**src/design/ppm_p6_stream_parser_core_macros.svh**
```systemverilog
// Assertion macros used by the stream parser top level.
// Define NO_ASSERTIONS to compile the checks out; no other dependencies.
`ifndef PPM_P6_STREAM_PARSER_CORE_MACROS_SVH
`define PPM_P6_STREAM_PARSER_CORE_MACROS_SVH

`ifndef NO_ASSERTIONS
// Consequent holds in the same cycle as the antecedent.
`define PPS_ASSERT_SAME(lbl, clk, rst, ante, cons) \
   lbl: assert property (@(posedge clk) disable iff (rst) (ante) |-> (cons)) \
      else $error("assertion failed");
// Consequent holds in the cycle after the antecedent.
`define PPS_ASSERT_NEXT(lbl, clk, rst, ante, cons) \
   lbl: assert property (@(posedge clk) disable iff (rst) (ante) |=> (cons)) \
      else $error("assertion failed");
`else
`define PPS_ASSERT_SAME(lbl, clk, rst, ante, cons)
`define PPS_ASSERT_NEXT(lbl, clk, rst, ante, cons)
`endif

`endif

```
**src/design/pps_pkg.sv**
```systemverilog
// Shared types, codes and helpers for the P6 stream parser.
// No dependencies; every RTL file of the block imports it.
package pps_pkg;

   localparam int unsigned MAX_DIMENSION = 65535;
   localparam int unsigned ACC_W = 17;

   localparam logic [7:0] CHR_P    = 8'h50;
   localparam logic [7:0] CHR_SIX  = 8'h36;
   localparam logic [7:0] CHR_HASH = 8'h23;
   localparam logic [7:0] CHR_LF   = 8'h0A;
   localparam logic [7:0] CHR_PLUS = 8'h2B;
   localparam logic [7:0] CHR_MIN  = 8'h2D;
   localparam logic [7:0] CHR_ZERO = 8'h30;
   localparam logic [7:0] CHR_NINE = 8'h39;
   localparam logic [7:0] CHR_SP   = 8'h20;
   localparam logic [7:0] CHR_TAB  = 8'h09;
   localparam logic [7:0] CHR_CR   = 8'h0D;

   typedef enum logic [3:0] {
      PH_MAGIC_P = 4'd0,
      PH_MAGIC_6 = 4'd1,
      PH_PRE_W   = 4'd2,
      PH_NUM_W   = 4'd3,
      PH_PRE_H   = 4'd4,
      PH_NUM_H   = 4'd5,
      PH_PRE_M   = 4'd6,
      PH_NUM_M   = 4'd7,
      PH_EOL     = 4'd8,
      PH_PIXELS  = 4'd9,
      PH_DONE    = 4'd10,
      PH_FAILED  = 4'd11
   } pps_phase_type;

   typedef enum logic [1:0] {
      KIND_HEADER = 2'd0,
      KIND_PIXEL  = 2'd1,
      KIND_ERROR  = 2'd2
   } pps_kind_type;

   typedef enum logic [1:0] {
      ERR_NOT_P6     = 2'd0,
      ERR_BAD_NUMBER = 2'd1,
      ERR_SHORT_DATA = 2'd2
   } pps_err_type;

   typedef struct packed {
      logic [7:0] data_byte;
      logic       end_of_stream;
   } pps_req_type;

   typedef struct packed {
      pps_kind_type result_kind;
      logic [15:0]  image_width;
      logic [15:0]  image_height;
      logic [7:0]   red;
      logic [7:0]   green;
      logic [7:0]   blue;
      logic [15:0]  pixel_column;
      logic [15:0]  pixel_row;
      logic         last_pixel;
      pps_err_type  error_code;
   } pps_rsp_type;

   // Outcome of one byte seen while skipping ahead of a number.
   typedef struct packed {
      logic             bad;
      logic             comment;
      logic             advance;
      logic             negative;
      logic             started;
      logic [ACC_W-1:0] acc;
   } pps_pre_type;

   function automatic logic is_digit(input logic [7:0] c);
      return (c >= CHR_ZERO) && (c <= CHR_NINE);
   endfunction

   function automatic logic is_space(input logic [7:0] c);
      return (c == CHR_SP) || ((c >= CHR_TAB) && (c <= CHR_CR));
   endfunction

   function automatic pps_pre_type pre_byte(input logic [7:0] c, input logic in_cmt);
      pps_pre_type r;
      r = '0;
      r.comment = in_cmt;
      if (in_cmt) begin
         if (c == CHR_LF) r.comment = 1'b0;
      end else if (is_space(c)) begin
         r.bad = 1'b0;
      end else if (c == CHR_HASH) begin
         r.comment = 1'b1;
      end else if ((c == CHR_PLUS) || (c == CHR_MIN)) begin
         r.advance  = 1'b1;
         r.negative = (c == CHR_MIN);
      end else if (is_digit(c)) begin
         r.advance = 1'b1;
         r.started = 1'b1;
         r.acc     = ACC_W'(c - CHR_ZERO);
      end else begin
         r.bad = 1'b1;
      end
      return r;
   endfunction

endpackage

```
**src/design/pps_parser.sv**
```systemverilog
// Byte-level header and pixel parser: phase register plus one-step update.
// Depends on pps_pkg; produces at most one result word per accepted byte.
module pps_parser (
   input  logic                  clock,
   input  logic                  reset,
   input  logic                  step,
   input  pps_pkg::pps_req_type  req,
   output logic                  res_valid,
   output pps_pkg::pps_rsp_type  res,
   output pps_pkg::pps_phase_type phase
);
   import pps_pkg::*;

   pps_phase_type    phase_ff, phase_in;
   logic [ACC_W-1:0] acc_ff, acc_in;
   logic             neg_ff, neg_in;
   logic             started_ff, started_in;
   logic             comment_ff, comment_in;
   logic [15:0]      width_ff, width_in;
   logic [15:0]      height_ff, height_in;
   logic [1:0]       chan_ff, chan_in;
   logic [15:0]      rg_ff, rg_in;
   logic [15:0]      col_ff, col_in;
   logic [15:0]      row_ff, row_in;

   logic             ev_err, ev_hdr, ev_pix, ev_last;
   pps_err_type      ev_code;

   logic [7:0]       c;
   logic [19:0]      acc_x10;
   logic [ACC_W-1:0] acc_sat;
   pps_pre_type      pre_cur, pre_new;
   logic             col_wrap, row_wrap;

   assign c       = req.data_byte;
   assign acc_x10 = {acc_ff, 3'b000} + {2'b00, acc_ff, 1'b0} + 20'(c - CHR_ZERO);
   assign acc_sat = (acc_x10 > 20'(MAX_DIMENSION + 1)) ? ACC_W'(MAX_DIMENSION + 1)
                                                      : acc_x10[ACC_W-1:0];
   assign pre_cur  = pre_byte(c, comment_ff);
   assign pre_new  = pre_byte(c, 1'b0);
   assign col_wrap = ({1'b0, col_ff} + 17'd1) >= {1'b0, width_ff};
   assign row_wrap = ({1'b0, row_ff} + 17'd1) >= {1'b0, height_ff};
   assign phase    = phase_ff;

   // Next state and event decode.
   always_comb begin
      phase_in   = phase_ff;
      acc_in     = acc_ff;
      neg_in     = neg_ff;
      started_in = started_ff;
      comment_in = comment_ff;
      width_in   = width_ff;
      height_in  = height_ff;
      chan_in    = chan_ff;
      rg_in      = rg_ff;
      col_in     = col_ff;
      row_in     = row_ff;
      ev_err     = 1'b0;
      ev_hdr     = 1'b0;
      ev_pix     = 1'b0;
      ev_last    = 1'b0;
      ev_code    = ERR_NOT_P6;

      if (req.end_of_stream) begin
         case (phase_ff)
            PH_MAGIC_P, PH_MAGIC_6: begin
               ev_err  = 1'b1;
               ev_code = ERR_NOT_P6;
            end
            PH_PRE_W, PH_NUM_W, PH_PRE_H, PH_NUM_H, PH_PRE_M: begin
               ev_err  = 1'b1;
               ev_code = ERR_BAD_NUMBER;
            end
            PH_NUM_M: begin
               ev_err  = 1'b1;
               ev_code = started_ff ? ERR_SHORT_DATA : ERR_BAD_NUMBER;
            end
            PH_EOL, PH_PIXELS: begin
               ev_err  = 1'b1;
               ev_code = ERR_SHORT_DATA;
            end
            default: ev_err = 1'b0;
         endcase
         // re-arm: back to the reset state
         phase_in   = PH_MAGIC_P;
         acc_in     = '0;
         neg_in     = 1'b0;
         started_in = 1'b0;
         comment_in = 1'b0;
         width_in   = '0;
         height_in  = '0;
         chan_in    = '0;
         rg_in      = '0;
         col_in     = '0;
         row_in     = '0;
      end else begin
         case (phase_ff)
            PH_MAGIC_P: begin
               if (c != CHR_P) begin
                  ev_err  = 1'b1;
                  ev_code = ERR_NOT_P6;
               end else begin
                  phase_in = PH_MAGIC_6;
               end
            end
            PH_MAGIC_6: begin
               if (c != CHR_SIX) begin
                  ev_err  = 1'b1;
                  ev_code = ERR_NOT_P6;
               end else begin
                  phase_in   = PH_PRE_W;
                  comment_in = 1'b0;
               end
            end
            PH_PRE_W, PH_PRE_H, PH_PRE_M: begin
               if (pre_cur.bad) begin
                  ev_err  = 1'b1;
                  ev_code = ERR_BAD_NUMBER;
               end else begin
                  comment_in = pre_cur.comment;
                  if (pre_cur.advance) begin
                     neg_in     = pre_cur.negative;
                     started_in = pre_cur.started;
                     acc_in     = pre_cur.acc;
                     phase_in   = pps_phase_type'(4'(phase_ff) + 4'd1);
                  end
               end
            end
            PH_NUM_W, PH_NUM_H, PH_NUM_M: begin
               if (is_digit(c)) begin
                  acc_in     = acc_sat;
                  started_in = 1'b1;
               end else if (!started_ff) begin
                  ev_err  = 1'b1;
                  ev_code = ERR_BAD_NUMBER;
               end else if (phase_ff == PH_NUM_M) begin
                  phase_in = PH_EOL;
                  if (c == CHR_LF) ev_hdr = 1'b1;
               end else if (neg_ff || (acc_ff == '0) ||
                            (acc_ff > ACC_W'(MAX_DIMENSION))) begin
                  ev_err  = 1'b1;
                  ev_code = ERR_BAD_NUMBER;
               end else begin
                  if (phase_ff == PH_NUM_W) width_in = acc_ff[15:0];
                  else                      height_in = acc_ff[15:0];
                  // this byte also opens the skip ahead of the next number
                  if (pre_new.bad) begin
                     ev_err  = 1'b1;
                     ev_code = ERR_BAD_NUMBER;
                  end else begin
                     comment_in = pre_new.comment;
                     phase_in   = pps_phase_type'(4'(phase_ff) + 4'd1);
                     if (pre_new.advance) begin
                        neg_in     = pre_new.negative;
                        started_in = pre_new.started;
                        acc_in     = pre_new.acc;
                        phase_in   = pps_phase_type'(4'(phase_ff) + 4'd2);
                     end
                  end
               end
            end
            PH_EOL: begin
               if (c == CHR_LF) ev_hdr = 1'b1;
            end
            PH_PIXELS: begin
               case (chan_ff)
                  2'd0: begin
                     rg_in   = {c, 8'h00};
                     chan_in = 2'd1;
                  end
                  2'd1: begin
                     rg_in   = {rg_ff[15:8], c};
                     chan_in = 2'd2;
                  end
                  default: begin
                     ev_pix  = 1'b1;
                     chan_in = 2'd0;
                     if (col_wrap) begin
                        col_in = '0;
                        if (row_wrap) begin
                           ev_last  = 1'b1;
                           phase_in = PH_DONE;
                        end else begin
                           row_in = row_ff + 16'd1;
                        end
                     end else begin
                        col_in = col_ff + 16'd1;
                     end
                  end
               endcase
            end
            default: ev_err = 1'b0;
         endcase

         if (ev_err) phase_in = PH_FAILED;
         if (ev_hdr) begin
            phase_in = PH_PIXELS;
            chan_in  = '0;
            rg_in    = '0;
            col_in   = '0;
            row_in   = '0;
         end
      end
   end

   // Result word.
   always_comb begin
      res       = '0;
      res_valid = step && (ev_err || ev_hdr || ev_pix);
      if (ev_err) begin
         res.result_kind = KIND_ERROR;
         res.error_code  = ev_code;
      end else if (ev_hdr) begin
         res.result_kind  = KIND_HEADER;
         res.image_width  = width_ff;
         res.image_height = height_ff;
      end else if (ev_pix) begin
         res.result_kind  = KIND_PIXEL;
         res.red          = rg_ff[15:8];
         res.green        = rg_ff[7:0];
         res.blue         = c;
         res.pixel_column = col_ff;
         res.pixel_row    = row_ff;
         res.last_pixel   = ev_last;
      end
   end

   always_ff @(posedge clock) begin
      if (reset) begin
         phase_ff   <= PH_MAGIC_P;
         acc_ff     <= '0;
         neg_ff     <= 1'b0;
         started_ff <= 1'b0;
         comment_ff <= 1'b0;
         width_ff   <= '0;
         height_ff  <= '0;
         chan_ff    <= '0;
         rg_ff      <= '0;
         col_ff     <= '0;
         row_ff     <= '0;
      end else if (step) begin
         phase_ff   <= phase_in;
         acc_ff     <= acc_in;
         neg_ff     <= neg_in;
         started_ff <= started_in;
         comment_ff <= comment_in;
         width_ff   <= width_in;
         height_ff  <= height_in;
         chan_ff    <= chan_in;
         rg_ff      <= rg_in;
         col_ff     <= col_in;
         row_ff     <= row_in;
      end
   end

endmodule

```
**src/design/pps_out_buf.sv**
```systemverilog
// Result register with a skid stage so the parser keeps taking bytes
// while the consumer stalls, until the skid stage also holds a word. Depends on pps_pkg.
module pps_out_buf (
   input  logic                 clock,
   input  logic                 reset,
   input  logic                 push,
   input  pps_pkg::pps_rsp_type push_word,
   output logic                 full,
   output logic                 rsp_valid,
   input  logic                 rsp_stall,
   output pps_pkg::pps_rsp_type rsp_data
);
   import pps_pkg::*;

   logic        main_valid_ff, main_valid_in;
   logic        skid_valid_ff, skid_valid_in;
   pps_rsp_type main_ff, main_in;
   pps_rsp_type skid_ff, skid_in;
   logic        pop;

   assign pop       = main_valid_ff && !rsp_stall;
   assign rsp_valid = main_valid_ff;
   assign rsp_data  = main_ff;
   assign full      = skid_valid_ff;

   always_comb begin
      main_valid_in = main_valid_ff;
      skid_valid_in = skid_valid_ff;
      main_in       = main_ff;
      skid_in       = skid_ff;
      if (skid_valid_ff) begin
         // no push possible here: the input side is stalled
         if (pop) begin
            main_in       = skid_ff;
            skid_valid_in = 1'b0;
         end
      end else if (push) begin
         if (!main_valid_ff || pop) begin
            main_in       = push_word;
            main_valid_in = 1'b1;
         end else begin
            skid_in       = push_word;
            skid_valid_in = 1'b1;
         end
      end else if (pop) begin
         main_valid_in = 1'b0;
      end
   end

   always_ff @(posedge clock) begin
      if (reset) begin
         main_valid_ff <= 1'b0;
         skid_valid_ff <= 1'b0;
      end else begin
         main_valid_ff <= main_valid_in;
         skid_valid_ff <= skid_valid_in;
      end
      main_ff <= main_in;
      skid_ff <= skid_in;
   end

endmodule

```
**src/design/ppm_p6_stream_parser_core.sv**
```systemverilog
// Channel  | Direction | Ports                         | Word
// req      | in        | req_valid req_stall req_data  | data_byte, end_of_stream
// rsp      | out       | rsp_valid rsp_stall rsp_data  | header / pixel / error result
//
// One byte per clock unless req_stall is high; a result is registered in the result
// register or, while that register stalls, the skid stage; one state step per byte.
// req_stall rises only when both result register and skid stage hold words.
// Reset is synchronous; afterwards the parser expects the 'P' of a new file.
// Top level of the P6 stream parser; depends on pps_pkg, pps_parser, pps_out_buf
// and the assertion macros header.
`include "ppm_p6_stream_parser_core_macros.svh"

module ppm_p6_stream_parser_core (
   input  logic                 clock,
   input  logic                 reset,
   input  logic                 req_valid,
   output logic                 req_stall,
   input  pps_pkg::pps_req_type req_data,
   output logic                 rsp_valid,
   input  logic                 rsp_stall,
   output pps_pkg::pps_rsp_type rsp_data
);
   import pps_pkg::*;

   logic          step;
   logic          res_valid;
   pps_rsp_type   res;
   pps_phase_type parse_phase;

   assign step = req_valid && !req_stall;

   pps_parser u_parser (
      .clock     (clock),
      .reset     (reset),
      .step      (step),
      .req       (req_data),
      .res_valid (res_valid),
      .res       (res),
      .phase     (parse_phase)
   );

   pps_out_buf u_out_buf (
      .clock     (clock),
      .reset     (reset),
      .push      (res_valid),
      .push_word (res),
      .full      (req_stall),
      .rsp_valid (rsp_valid),
      .rsp_stall (rsp_stall),
      .rsp_data  (rsp_data)
   );

   `PPS_ASSERT_SAME(a_stall_needs_result, clock, reset, req_stall, rsp_valid)
   `PPS_ASSERT_SAME(a_last_is_pixel, clock, reset, rsp_valid && rsp_data.last_pixel, rsp_data.result_kind == KIND_PIXEL)
   `PPS_ASSERT_NEXT(a_eos_rearms, clock, reset, step && req_data.end_of_stream, parse_phase == PH_MAGIC_P)

endmodule

```
**config.mk**
```make
export PLATFORM = sky130hd
export DESIGN_NAME = ppm_p6_stream_parser_core
export DESIGN_NICKNAME = d
export VERILOG_FILES = /design/src/design/pps_pkg.sv /design/src/design/pps_parser.sv /design/src/design/pps_out_buf.sv /design/src/design/ppm_p6_stream_parser_core.sv
export VERILOG_INCLUDE_DIRS = /design/src /design/src/design
export SDC_FILE = /design/constraint.sdc
export NUM_CORES = 1
export LEC_CHECK = 0
export ABC_AREA = 1
export BUFFER_PORTS_ARGS = -buffer_cell sky130_fd_sc_hd__clkbuf_2
export CAP_MARGIN = 10
export CORE_MARGIN = 2
export CORE_UTILIZATION = 46
export CTS_CLUSTER_SIZE = 40
export DETAILED_ROUTE_END_ITERATION = 8
export GPL_ROUTABILITY_DRIVEN = 0
export SLEW_MARGIN = 20
export SYNTH_ARGS = -nofsm -noshare
export SYNTH_HDL_FRONTEND = slang
export SYNTH_SLANG_ARGS = --single-unit
```
**constraint.sdc**
```tcl
create_clock -name clock -period 19 [get_ports clock]
set_clock_uncertainty 0.1 [all_clocks]
set_input_delay 3.8 -clock clock [delete_from_list [all_inputs] [get_ports clock]]
set_output_delay 3.8 -clock clock [all_outputs]
set_load 0.01 [all_outputs]
```
# Word level (Yosys, flattened, before mapping)
# Index checks and enable logic that the tools add are counted.
# Widths: inputs -> output; s select.
word_totals:
  register_bits: 294
  in_bits: 13
  output_inout_bits: 95
  word_cells: 319
op_classes:
  n_addsub: 10
  magnitude_cmp: 8
  eq_ne: 51
  mux: 162
  n_bitwise: 2
  reduce_logical: 52
ops:
  columns: ["op", "n"]
  rows:
  - ["$mux 16", 28]
  - ["$mux 93", 4]
  - ["$mux 17", 10]
  - ["$mux 57", 2]
  - ["$mux 89", 1]
  - ["$mux 1", 73]
  - ["$mux 4", 16]
  - ["$mux 20", 2]
  - ["$mux 18", 2]
  - ["$add 16x1->17 const B", 2]
  - ["$ge 17x16->1", 2]
  - ["$pmux 17 s2", 1]
  - ["$add 16x1->16 const B", 2]
  - ["$eq 8x6->1 const B", 4]
  - ["$mux 32", 1]
  - ["$pmux 16 s2", 1]
  - ["$mux 2", 11]
  - ["$mux 21", 1]
  - ["$ne 3x3->1 const B", 7]
  - ["$add 20x18->20", 1]
  - ["$add 20x20->20", 1]
  - ["$gt 20x17->1 const B", 1]
  - ["$ne 5x2->1 const B", 4]
  - ["$ne 5x5->1 const B", 4]
  - ["55 further kinds", 104]

# Depth between registers and ports, before layout
# Gate-level depths: netlist of the first run.
depth:
  ltp_word: 19
  ltp_mapped: 24
  mapped_depth_nobuf: 24

# Cells and area by module
# A second synthesis of the first run with hierarchy kept.
hier_totals:
  hier_cells: 1933
  area_unflattened_um2: 15842.7
modules_own_cells:
  columns: ["mod", "n_inst", "cells_per_inst", "area_each_um2", "seq_area_each_um2"]
  rows:
  - ["pps_parser", 1, 1425, 8954.8, 2122.0]
  - ["pps_out_buf", 1, 506, 6877.8, 5625.4]
  - ["ppm_p6_stream_parser_core", 1, 2, 10.0, 0.0]

# Least setup slack after synthesis of the first run
# OpenSTA, ideal clock, no wires.
synth_timing:
  path_kind: "in2reg"
  from: "input port req_data[5] (netlist name)"
  to: "register u_out_buf.main_ff, in the netlist u_out_buf.rsp_data[0], enable pin"
  setup_ps: 575
  arrival_time_ps: 9693
  required_ps: 18325
  setup_slack_ps: 8632
  stages: 14
  n_path_buf: 0
  path_cell_list: "inv_1 ha_1 nand2_1 nor3b_2 nand2_1 nor2_1 nand2_2 nand2_4 inv_2 nor2_1 inv_2 nand3_1 nand2_1 a21oi_1"
synth_between:
  elab_chain_cells: 19
  word_cells_on_any_way: 43
  classes_between: "order compare: 4; eq/ne: 7; mux: 23; reduce/logical: 9"
synth_rtl:
  columns: ["element", "line", "rtl"]
  rows:
  - ["start: declaration", "ppm_p6_stream_parser_core.sv:18", "input pps_pkg::pps_req_type req_data,"]
  - ["$ge 8x6->1 or $le 8x6->1 (tied branches)", "pps_pkg.sv:76", "return (c >= CHR_ZERO) && (c <= CHR_NINE);"]
  - ["$logic_and 1x1->1", "pps_pkg.sv:76", null]
  - ["$mux 1", "pps_pkg.sv:96", "end else if (is_digit(c)) begin"]
  - ["$mux 1", "pps_pkg.sv:93", "end else if ((c == CHR_PLUS) || (c == CHR_MIN)) begin"]
  - ["$mux 1", "pps_pkg.sv:91", "end else if (c == CHR_HASH) begin"]
  - ["$mux 1", "pps_pkg.sv:89", "end else if (is_space(c)) begin"]
  - ["$mux 1", "pps_parser.sv:147", "if (pre_new.bad) begin"]
  - ["$mux 1", "pps_parser.sv:139", "end else if (neg_ff || (acc_ff == '0) ||"]
  - ["$mux 1", "pps_parser.sv:136", "end else if (phase_ff == PH_NUM_M) begin"]
  - ["$mux 1", "pps_parser.sv:133", "end else if (!started_ff) begin"]
  - ["$mux 1", "pps_parser.sv:130", "if (is_digit(c)) begin"]
  - ["$pmux 1 s4", "pps_parser.sv:97", "case (phase_ff)"]
  - ["$mux 1 (2 in series)", "pps_parser.sv:64", "if (req.end_of_stream) begin"]
  - ["$logic_or 1x1->1 (*) (2 in series)", "pps_parser.sv:209", "res_valid = step && (ev_err || ev_hdr || ev_pix);"]
  - ["$logic_and 1x1->1 (*)", "pps_parser.sv:209", null]
  - ["$reduce_bool 2->1 (no line) (*)", null, null]
  - ["$reduce_and 3->1 (no line) (*)", null, null]
  - ["end signal: assignment", "pps_out_buf.sv:58", "main_ff <= main_in;"]
  - ["end: declaration", "pps_out_buf.sv:17", "pps_rsp_type main_ff, main_in;"]
# Mark *: on every way between the ends. The rest lies on a longest branch, timed or not. The select of a mux whose other input is x is not followed.
# A chain may end at the register's enable or synchronous reset.

# Worst setup path after layout of the first run
layout_timing:
  from: "input port req_data[5] (netlist name)"
  to: "register u_out_buf.main_ff, in the netlist u_out_buf.rsp_data[58], enable pin"
# Same word-level chain as after synthesis.

==> run metrics, run 1 <==
Final Max Slew Viols=0; achievable frequency=about 130 MHz; Total Power=about 2.1 mW; Root Driver=clkbuf_16; # DRC=0; status=finished clean; post-synth cell types=52; Clock transition at path regs=around 60 ps; Post-CTS Resized=0; Post-synth EDFFs=~190; period utilization=39.9%; pre-CTS setup slack=~11,000 ps; Sequential Area=roughly 7800 µm²; worst slew pin tran=~1100 ps; pwr dens=around 120 nW/µm²; DIE WIDTH=188 µm; die area=35,200 µm²; mean routed wirelength per cell=roughly 16 µm; DRT antenna net count=0; Yosys warnings=0; DIE HEIGHT=around 190 µm; post-synth net total=1,851; post-route non-filler standard cell count=roughly 2,300; final wirelength=approximately 38 mm; WS Path Type=in -> reg; Cells after DPL=between 2,000 and 2,500; final setup TNS=0 ps; clk sinks=between 200 and 300; layout cells sized above 1=a little over an eighth; vias per cell=~5.2; cts hold-fix bufs=0; nets=about 1,900; final core occ=between 50% and 60%; Startpoint Class=input port; Seq cells post-synth=a little under 300; core area=between 30,000 and 40,000 µm²; RSZ-0062 raised after global routing=false; Setup WS post-layout=11,410 ps; worst skew pair latency=570 ps; PortBufs=between 100 and 150; DR vias=12,100; CP required=~19,000 ps; crit path DAT=approximately 7700 ps; GRT Overall Usage=21.0%; Final HPWL DP=about 27 mm; multi-input logic area=between 6000 and 7000 µm²; gr ovfl total=0; CTS tree=built; Initial DRT Pass Iterations=5; Hold Path Class=reg -> reg; max_slew headroom=roughly 26%; final setup violation count=0; via count of the first global-routing pass=around 12,000; min Tclk post-route=about 7600 ps; LEAKAGE=roughly 7.4 nW; Fin. Hold Viols=0; met1 usage=between 20 and 30%; ANT cells=0; H-tree levels=1; I/O Pins=108; IR drop worst, VDD=about 0.067 mV; Crit. End Element=flop; Synth Area per Inst=8.81 µm²; Setup Buffers After CTS=0; max-cap viol count=0; Synth-to-Final Area Change=12.0%; Initial Utilization=around 46%; GR met2 Demand/Resource=~36%; Top Usage Layer GRT=met2; antenna violations before repair=0; crit path max fanout=between 60 and 70; M3 GR Usage=2.96%; Cells after Synth=1,759; Num CTS Buffers=31; Rows=between 60 and 70; clk buf depth=3; register area share after synthesis=50.0%; number of fill cells=about 3,200; ys async rst share=0%; initial DRC count=approximately 910; global-route wire length before repair=~60 mm; predominant post-synthesis flop cell=edfxtp_1; Post-Syn Area=~15,000 µm²; largest net degree at the start of global routing=70
-- metrics by stage --
step	area, µm²	hold slack (ps)
after CTS	17400	360
after detailed placement	16400	352
final	17400	356
after floorplan	15500	330
after global placement	16400	346
after global routing	17400	395
-- final cells by class --
| type | instances | share of cell area [%] |
|---|---|---|
| clock buffer | 46 | 5.19 |
| inverter | 211 | 4.60 |
| timing repair buffer | 119 | 3.60 |
| clock inverter | 12 | 0.389 |
| tap | 448 | 3.23 |
| sequential | 294 | 44.7 |
| multi-input combinational | 1185 | 38.3 |
-- synth_stat cells (all sizes together), types with 7 or more instances --
| cell type | instances | share of area, % |
|---|---|---|
| dfxtp | 108 | 14 |
| clkbuf | 52 | 1.3 |
| buf | 17 | 0.76 |
| a31oi | 7 | 0.28 |
| nand2 | 425 | 11 |
| nand3 | 63 | 2.1 |
| o21ai | 74 | 2.4 |
| nand4 | 20 | 0.81 |
| nor2 | 213 | 5.8 |
| nand3b | 8 | 0.47 |
| nor3 | 32 | 1.1 |
| edfxtp | 186 | 36 |
| xor2 | 31 | 1.8 |
| o31ai | 35 | 1.7 |
| a22oi | 16 | 1.1 |
| a211oi | 32 | 2.0 |
| inv | 210 | 5.1 |
| fa | 16 | 2.1 |
| ha | 63 | 5.1 |
| a21oi | 116 | 3.8 |
-- per-layer routing --
metal / vias up / wire, µm / share of wire [%]
li1: 6050 / - / -
met1: 5638 / 16700 / 44
met2: 301 / 18100 / 48
met3: 66 / 1860 / 4.9
met4: 0 / 964 / 2.6
met5: - / 0 / 0
-- worst max-delay path: stages --
cell	delay [ps]
clkbuf_2	150
inv_1	160
ha_1	170
nand2_1	80
nor3b_2	280
nand2_1	80
nor2_1	110
nand2_2	80
nand2_4	110
inv_2	40
nor2_1	80
buf_4	220
inv_2	300
nand3_1	230
nand2_1	130
a21oi_4	780
buf_4	740
-- power by group --
group / internal, mW / switching [mW] / leakage (nW)
sequential: 0.821 / 0.0516 / 2.69
combinational: 0.191 / 0.414 / 4.18
clock: 0.328 / 0.247 / 0.487
-- logic make-up (layout without fill, tap and decap cells) --
kind of cell               count (synthesis)  after routing  synth area share, %
and+or+nand+nor                          772            772                 21.4
buffers and inverters                    280            388                 7.16
DFF                                      294            294                 50.0
xor gates and xnor gates                  35             35                 1.98
adders and majority gates                 79             79                 7.16
AOI/OAI and AO/OA                        299            299                 12.3
-- registers in the layout, indices dropped and copies added (netlist names), 2 cells and up --
name,flops
u_out_buf.skid_ff,93
u_parser.acc_ff,17
u_parser.height_ff,16
u_parser.rg_ff,16
u_parser.row_ff,16
u_parser.chan_ff,2
u_parser.col_ff,16
u_out_buf.rsp_data,93
u_parser.phase,4
u_parser.width_ff,16
-- cells in the final DEF (no fill, tap or decap), types with 17 or more instances in the layout --
cell         n
a211oi_1    17
a21oi_1    112
clkbuf_16   33
clkbuf_2   109
dfxtp_1    107
edfxtp_1   186
ha_1        63
inv_1      196
nand2_1    411
nand3_1     62
nand4_1     20
nor2_1     197
nor3_1      30
o21ai_0     69
o31ai_1     35
xor2_1      31
-- path summary, 6_finish.rpt --
kind	startpoint	end	slack [ps]	cells after the start
setup reg to reg	u_parser.col_ff[0]	u_parser.row_ff[3]	14300	16
hold / removal	u_parser.rg_ff[9]	u_parser.rg_ff[9]	360	2
hold reg to reg	u_parser.rg_ff[9]	u_parser.rg_ff[9]	360	2
setup / recovery	req_data[5]	u_out_buf.rsp_data[58]	11410	17
Power figures use the tool's default switching activity.
==> inputs of run 2 (changes only) <==
--- a/config.mk
+++ b/config.mk
@@ -6,7 +6,7 @@
 export SDC_FILE = /design/constraint.sdc
 export NUM_CORES = 1
 export LEC_CHECK = 0
-export ABC_AREA = 1
+export ABC_AREA = 0
 export BUFFER_PORTS_ARGS = -buffer_cell sky130_fd_sc_hd__clkbuf_2
 export CAP_MARGIN = 10
 export CORE_MARGIN = 2
==> constraint.sdc (replaced) <==
create_clock -name clock -period 7.53 [get_ports clock]
set_clock_uncertainty 0.1 [all_clocks]
set_input_delay 1.506 -clock clock [delete_from_list [all_inputs] [get_ports clock]]
set_output_delay 1.506 -clock clock [all_outputs]
set_load 0.01 [all_outputs]
==> run 2 against run 1 <==
Compared with the run above: die area decreased by 0.60%; first-iteration DRC count decreased by 22%; clock-buffer cell count decreased by 2; critical path depth decreased by 2; area after synthesis decreased by 0.61%.
==> run metrics, run 2 <==
Startpoint Class=input port (unchanged); PortBufs=107 (unchanged); status=finished clean (unchanged); clk buf depth=3 (unchanged); Yosys warnings=0 (unchanged); DIE HEIGHT=187 µm (was 188 µm); period utilization=around three quarters; post-synth net total=1,525 (was 1,851); worst skew pair latency=570 ps (about the same); Synth Area per Inst=10.7 µm² (was 8.81 µm²); Buffers & Inverters on Critical Path=2 (was 6); CP max-delay cell=fa_1 (was a21oi_4); Root Driver=clkbuf_16 (unchanged); max-cap viol count=0 (unchanged); cts hold-fix bufs=0 (unchanged); antenna violations before repair=0 (unchanged); global-route wire length before repair=57.8 mm (was 60.2 mm); Rows=67 (unchanged); WS Path Type=in -> reg (unchanged); DIE WIDTH=187 µm (was 188 µm); max_slew headroom=34.1% (was 25.6%); # DRC=0 (unchanged); commonest non-fill, non-tap cell in the layout=edfxtp_1 (was nand2_1); Cells after DPL=1,918 (was 2,257); post-route non-filler standard cell count=1,975 (was 2,315); register area share after synthesis=50.3% (was 50.0%); core area=33,300 µm² (was 33,400 µm²); Yosys top cell by area=edfxtp_1 (unchanged); layout cells sized above 1=18.3% (was 13.4%); DR vias=10,900 (was 12,100); final setup TNS=0 ps (unchanged); achievable frequency=approximately 180 MHz; min Tclk post-route=5690 ps; top cell type's share of synthesized area=36.3% (was 36.0%); post-synth cell types=88 (was 52); largest net degree at the start of global routing=87 (was 70); Post-CTS Resized=0 (unchanged); RSZ-0062 raised after global routing=false (unchanged); die area=35,000 µm² (was 35,200 µm²); crit path max fanout=11 (was 65); top cells by area, synth=edfxtp_1 (36%), dfxtp_1 (14%), mux2_2 (6.1%), ha_1 (5.1%), a21oi_1 (2.9%) (was edfxtp_1 (36%), dfxtp_1 (14%), nand2_1 (10%), ha_1 (5.1%), inv_1 (4.8%)); I/O Pins=108 (unchanged); number of fill cells=2,996 (was 3,177); Initial DRT Pass Iterations=5 (unchanged); pre-CTS setup slack=1300 ps (was 10,800 ps); mean routed wirelength per cell=17.9 µm (was 16.2 µm); Hold Path Class=reg -> reg (unchanged); worst-path cell chain=clkbuf_2 -> ha_1 -> or3_1 -> inv_1 -> fa_1 -> ha_1 -> nand2_1 -> o31a_1 -> o21ai_1 -> o311ai_1 -> nand2_1 -> or4b_1 -> o41ai_4 -> nand3_1 -> o41ai_1 (was clkbuf_2 -> inv_1 -> ha_1 -> nand2_1 -> nor3b_2 -> nand2_1 -> nor2_1 -> nand2_2 -> nand2_4 -> inv_2 -> nor2_1 -> buf_4 -> inv_2 -> nand3_1 -> nand2_1 -> a21oi_4 -> buf_4); H-tree levels=1 (unchanged); Post-synth EDFFs=186 (unchanged); Fin. Hold Viols=0 (unchanged); Num CTS Buffers=31 (unchanged); worst slew pin tran=989 ps (was 1110 ps); crit path DAT=6040 ps (was 7680 ps); Final HPWL DP=24.7 mm (was 26.9 mm); cell family with most CP delay=simple AND/OR/NAND/NOR gates (was buffers and inverters); Synth-to-Final Area Change=12.2% (was 12.0%); Cells after Synth=1,433 (was 1,759); IR drop worst, VDD=0.162 mV (was 0.0670 mV); ANT cells=0 (unchanged); predominant post-synthesis flop cell=edfxtp_1 (unchanged); gr ovfl total=0 (unchanged); pwr dens=236 nW/µm² (was 118 nW/µm²); most frequent cells after synthesis=edfxtp_1 (186), dfxtp_1 (108), nor2_1 (108), nand2_1 (93), a21oi_1 (90) (was nand2_1 (411), inv_1 (197), nor2_1 (197), edfxtp_1 (186), a21oi_1 (113)); Clock transition at path regs=60 ps (about the same); Post-Syn Area=15,400 µm² (was 15,500 µm²); Finished Cell Area=17,300 µm² (was 17,400 µm²); Seq cells post-synth=294 (unchanged); Crit. End Element=flop (unchanged); Setup Buffers After CTS=0 (unchanged); via count of the first global-routing pass=10,600 (was 11,500); Final Max Slew Viols=0 (unchanged); GRT Overall Usage=20.2% (was 21.0%); final wirelength=35.4 mm (was 37.6 mm); nets=1,595 (was 1,934); vias per cell=5.52 (was 5.21); Setup WS post-layout=1840 ps (was 11,410 ps); DRT antenna net count=0 (unchanged); CTS tree=built (unchanged); LEAKAGE=6.55 nW (was 7.36 nW); initial DRC count=703 (was 906); most frequent cells in the layout=edfxtp_1 (186), nor2_1 (107), dfxtp_1 (107) (was nand2_1 (411), nor2_1 (197), inv_1 (196)); final core occ=51.9% (was 52.0%); ys async rst share=0% (unchanged); final setup violation count=0 (unchanged); most common cell in the netlist=edfxtp_1 (was nand2_1); Post-Place Cell Area=16,300 µm² (was 16,400 µm²); CP required=7880 ps (was 19,090 ps); slowest cell delay on critical path=530 ps (was 780 ps); Initial Utilization=46.3% (was 46.4%); clk sinks=294 (unchanged)
run 2: cell types whose count changed after synthesis, sizes merged, moves of 24 or more:
cell	previous run	this run
a211oi	32	8
a21oi	116	91
and2	0	57
inv	210	78
mux2	0	83
mux2i	0	36
nand2	425	93
nor2	213	109
o21ai	74	44
run 2: logic make-up after synthesis:
logic type / synth area share, %
AO/OA/AOI/OAI: 11.6
flip-flops: 50.3
multiplexers: 8.41
AND/OR/NAND/NOR: 15.5
adder cells (fa/ha/maj): 7.20
XOR/XNOR: 2.62
buffers and inverters: 4.31
run 2: cell type report:
cell class / instances / area [µm²] / share of cell area [%]
Sequential cell: 294 / 7750 / 44.9
Multi-Input combinational cell: 977 / 7010 / 40.5
Clock buffer: 44 / 905 / 5.24
Timing Repair Buffer: 120 / 658 / 3.81
Tap cell: 448 / 561 / 3.24
Inverter: 79 / 297 / 1.72
Clock inverter: 13 / 103 / 0.594
run 2: tightest hold or removal path: cells and delay by family (launching register included):
kind,cells,cell delay [ps]
and+or+nand+nor,1,50
DFF,1,310
AOI/OAI and AO/OA,1,50
run 2: stage by stage:
| stage | power, mW | hold slack [ps] |
|---|---|---|
| finish | 4.08 | 349 |
| global route | 4.25 | 371 |
| CTS | 4.13 | 352 |
| detailed placement | 2.63 | 342 |
| global placement | 2.62 | 338 |
| floorplan | 2.41 | 327 |
run 2: path summary, 6_finish.rpt:
kind                                    startpoint                  end  slack (ps)  cells past startpoint
worst max register to register  u_parser.col_ff[2]  u_parser.col_ff[12]        2630                     16
worst min register to register   u_parser.rg_ff[2]    u_parser.rg_ff[2]         350                      2
worst min-delay path             u_parser.rg_ff[2]    u_parser.rg_ff[2]         350                      2
worst max-delay path                   req_data[5]   u_parser.acc_ff[0]        1840                     15
run 2: routing by layer:
layer / global-route usage, % / share of wire (%) / vias to the layer above
li1: - / - / 5356
met1: 30.1 / 49 / 5281
met2: 31.7 / 45 / 225
met3: 2.10 / 3.7 / 49
met4: 5.04 / 1.9 / 0
met5: 0 / 0 / -
run 2: where the power goes:
part | internal [mW] | switching (mW) | total [mW]
registers | 1.89 | 0.0548 | 1.95
logic | 0.230 | 0.408 | 0.639
clock network | 0.868 | 0.626 | 1.49
total | 2.99 | 1.09 | 4.08
==> inputs of run 3 (changes only) <==
--- a/config.mk
+++ b/config.mk
@@ -14,6 +14,7 @@
 export CTS_CLUSTER_SIZE = 40
 export DETAILED_ROUTE_END_ITERATION = 8
 export GPL_ROUTABILITY_DRIVEN = 0
+export PLACE_DENSITY = 0.66
 export SLEW_MARGIN = 20
 export SYNTH_ARGS = -nofsm -noshare
 export SYNTH_HDL_FRONTEND = slang
==> constraint.sdc (replaced) <==
create_clock -name clock -period 4.6 [get_ports clock]
set_clock_uncertainty 0.1 [all_clocks]
set_input_delay 0.92 -clock clock [delete_from_list [all_inputs] [get_ports clock]]
set_output_delay 0.92 -clock clock [all_outputs]
set_load 0.01 [all_outputs]
==> run 3 against run 2 <==
Compared with the run above: clock-buffer cell count shrank 7; total power grew 68%; critical path depth grew 2; sequential cell count is the same; sequential share of layout area shrank 1.4 points; clock power grew 66%; first-iteration DRC count grew 30%; critical endpoint is now u_parser.acc_ff[2]; largest power group unchanged.
==> run metrics, run 3 (synthesis gave the netlist of run 2 again) <==
Hold Path Class=reg -> reg (unchanged); Fin. Hold Viols=0 (unchanged); DRT antenna net count=0 (unchanged); DIE WIDTH=187 µm (unchanged); initial DRC count=914 (was 703); Final HPWL DP=25.8 mm (was 24.7 mm); Synth-to-Final Area Change=15.9% (was 12.2%); nets=1,653 (was 1,595); achievable frequency=226 MHz; LEAKAGE=6.83 nW (was 6.55 nW); pwr dens=383 nW/µm² (was 236 nW/µm²); crit path max fanout=7 (was 11); RSZ-0062 raised after global routing=false (unchanged); antenna violations before repair=0 (unchanged); DR vias=11,300 (was 10,900); clk buf depth=3 (unchanged); worst skew pair latency=560 ps (was 570 ps); global-route wire length before repair=58.2 mm (was 57.8 mm); I/O Pins=108 (unchanged); final setup violation count=0 (unchanged); vias per cell=5.56 (was 5.52); Crit. End Element=flop (unchanged); Rows=67 (unchanged); # DRC=0 (unchanged); Final Max Slew Viols=0 (unchanged); Total Power=6.84 mW (was 4.08 mW); period utilization=between 90% and 100%; core area=33,300 µm² (unchanged); largest net degree at the start of global routing=73 (was 87); mean routed wirelength per cell=17.5 µm (was 17.9 µm); IR drop worst, VDD=0.242 mV (was 0.162 mV); H-tree levels=1 (unchanged); final wirelength=35.7 mm (was 35.4 mm); Startpoint Class=input port (unchanged); crit path DAT=4770 ps (was 6040 ps); Setup WS post-layout=177 ps (was 1840 ps); Num CTS Buffers=30 (was 31); Clock transition at path regs=60 ps (about the same); Root Driver=clkbuf_16 (unchanged); Setup Buffers After CTS=0 (unchanged); pre-CTS setup slack=-337 ps (was 1300 ps); die area=35,000 µm² (unchanged); status=finished clean (unchanged); cts hold-fix bufs=0 (unchanged); via count of the first global-routing pass=11,000 (was 10,600); commonest non-fill, non-tap cell in the layout=edfxtp_1 (unchanged); gr ovfl total=0 (unchanged); WS Path Type=in -> reg (unchanged); ANT cells=0 (unchanged); layout cells sized above 1=22.0% (was 18.3%); CP required=4950 ps (was 7880 ps); Initial DRT Pass Iterations=8 (was 5); Initial Utilization=46.3% (unchanged); clk sinks=294 (unchanged); CTS tree=built (unchanged); GRT Overall Usage=20.1% (was 20.2%); worst slew pin tran=897 ps (was 989 ps); max-cap viol count=0 (unchanged); most frequent cells in the layout=edfxtp_1 (186), nor2_1 (107), dfxtp_1 (107) (unchanged); max_slew headroom=40.2% (was 34.1%); DIE HEIGHT=187 µm (unchanged); PortBufs=107 (unchanged); min Tclk post-route=around 4400 ps
run 3: layout make-up:
| type | count | area, µm² |
|---|---|---|
| Tap cell | 448 | 561 |
| Multi-Input combinational cell | 977 | 7070 |
| Sequential cell | 294 | 7750 |
| Fill cell | 2913 | 15400 |
| Clock buffer | 37 | 808 |
| Timing Repair Buffer | 179 | 1140 |
| Clock inverter | 19 | 200 |
| Inverter | 79 | 325 |
run 3: per-stage QoR:
step | util (%) | TNS (ps) | hold slack [ps] | instance area, µm² | std cells
6_report | 53.6 | 0 | 352 | 17900 | 2033
5_1_grt | 53.6 | 0 | 370 | 17900 | 2033
4_1_cts | 53.6 | 0 | 351 | 17900 | 2033
3_5_place_dp | 50.6 | -3140 | 343 | 16800 | 1977
3_3_place_gp | 50.6 | -834 | 338 | 16800 | 1977
2_1_floorplan | - | -16120 | 327 | 15500 | 1433
run 3: path summary, 6_finish.rpt:
| check | from | endpoint | slack (ps) | depth (start not counted) |
|---|---|---|---|---|
| worst min-delay path | u_parser.rg_ff[1] | u_parser.rg_ff[1] | 350 | 2 |
| worst max register to register | u_parser.col_ff[0] | u_parser.row_ff[3] | 330 | 17 |
| worst max-delay path | req_data[7] | u_parser.acc_ff[2] | 180 | 17 |
| worst min register to register | u_parser.rg_ff[1] | u_parser.rg_ff[1] | 350 | 2 |
run 3: worst max-delay path: stages:
cell	delay [ps]
clkbuf_2	130
a21oi_1	180
xor2_1	240
inv_1	90
fa_1	500
inv_1	50
ha_1	380
o211a_1	210
o31ai_1	90
a31oi_1	290
xnor2_1	180
nand2_1	70
or4b_4	500
o41ai_4	280
buf_4	190
nand4_1	110
a221oi_1	350
run 3: repair_timing:
action,4_1_cts,5_1_grt
setup endpoints to repair,0,4
resized for setup,0,1
hold endpoints to repair,0,0
run 3: layer usage:
layer | track usage, % | up-vias | routed length (µm)
met4 | 4.64 | 0 | 630
met3 | 3.02 | 52 | 2050
met2 | 32.3 | 323 | 16400
met1 | 28.8 | 5450 | 16600
li1 | - | 5473 | -
met5 | 0 | - | 0
run 3: where the power goes:
| group | total [mW] | switching [mW] | leakage (nW) | internal, mW |
|---|---|---|---|---|
| clock network | 2.48 | 1.02 | 0.488 | 1.47 |
| logic | 1.16 | 0.700 | 3.74 | 0.458 |
| registers | 3.20 | 0.0933 | 2.61 | 3.10 |
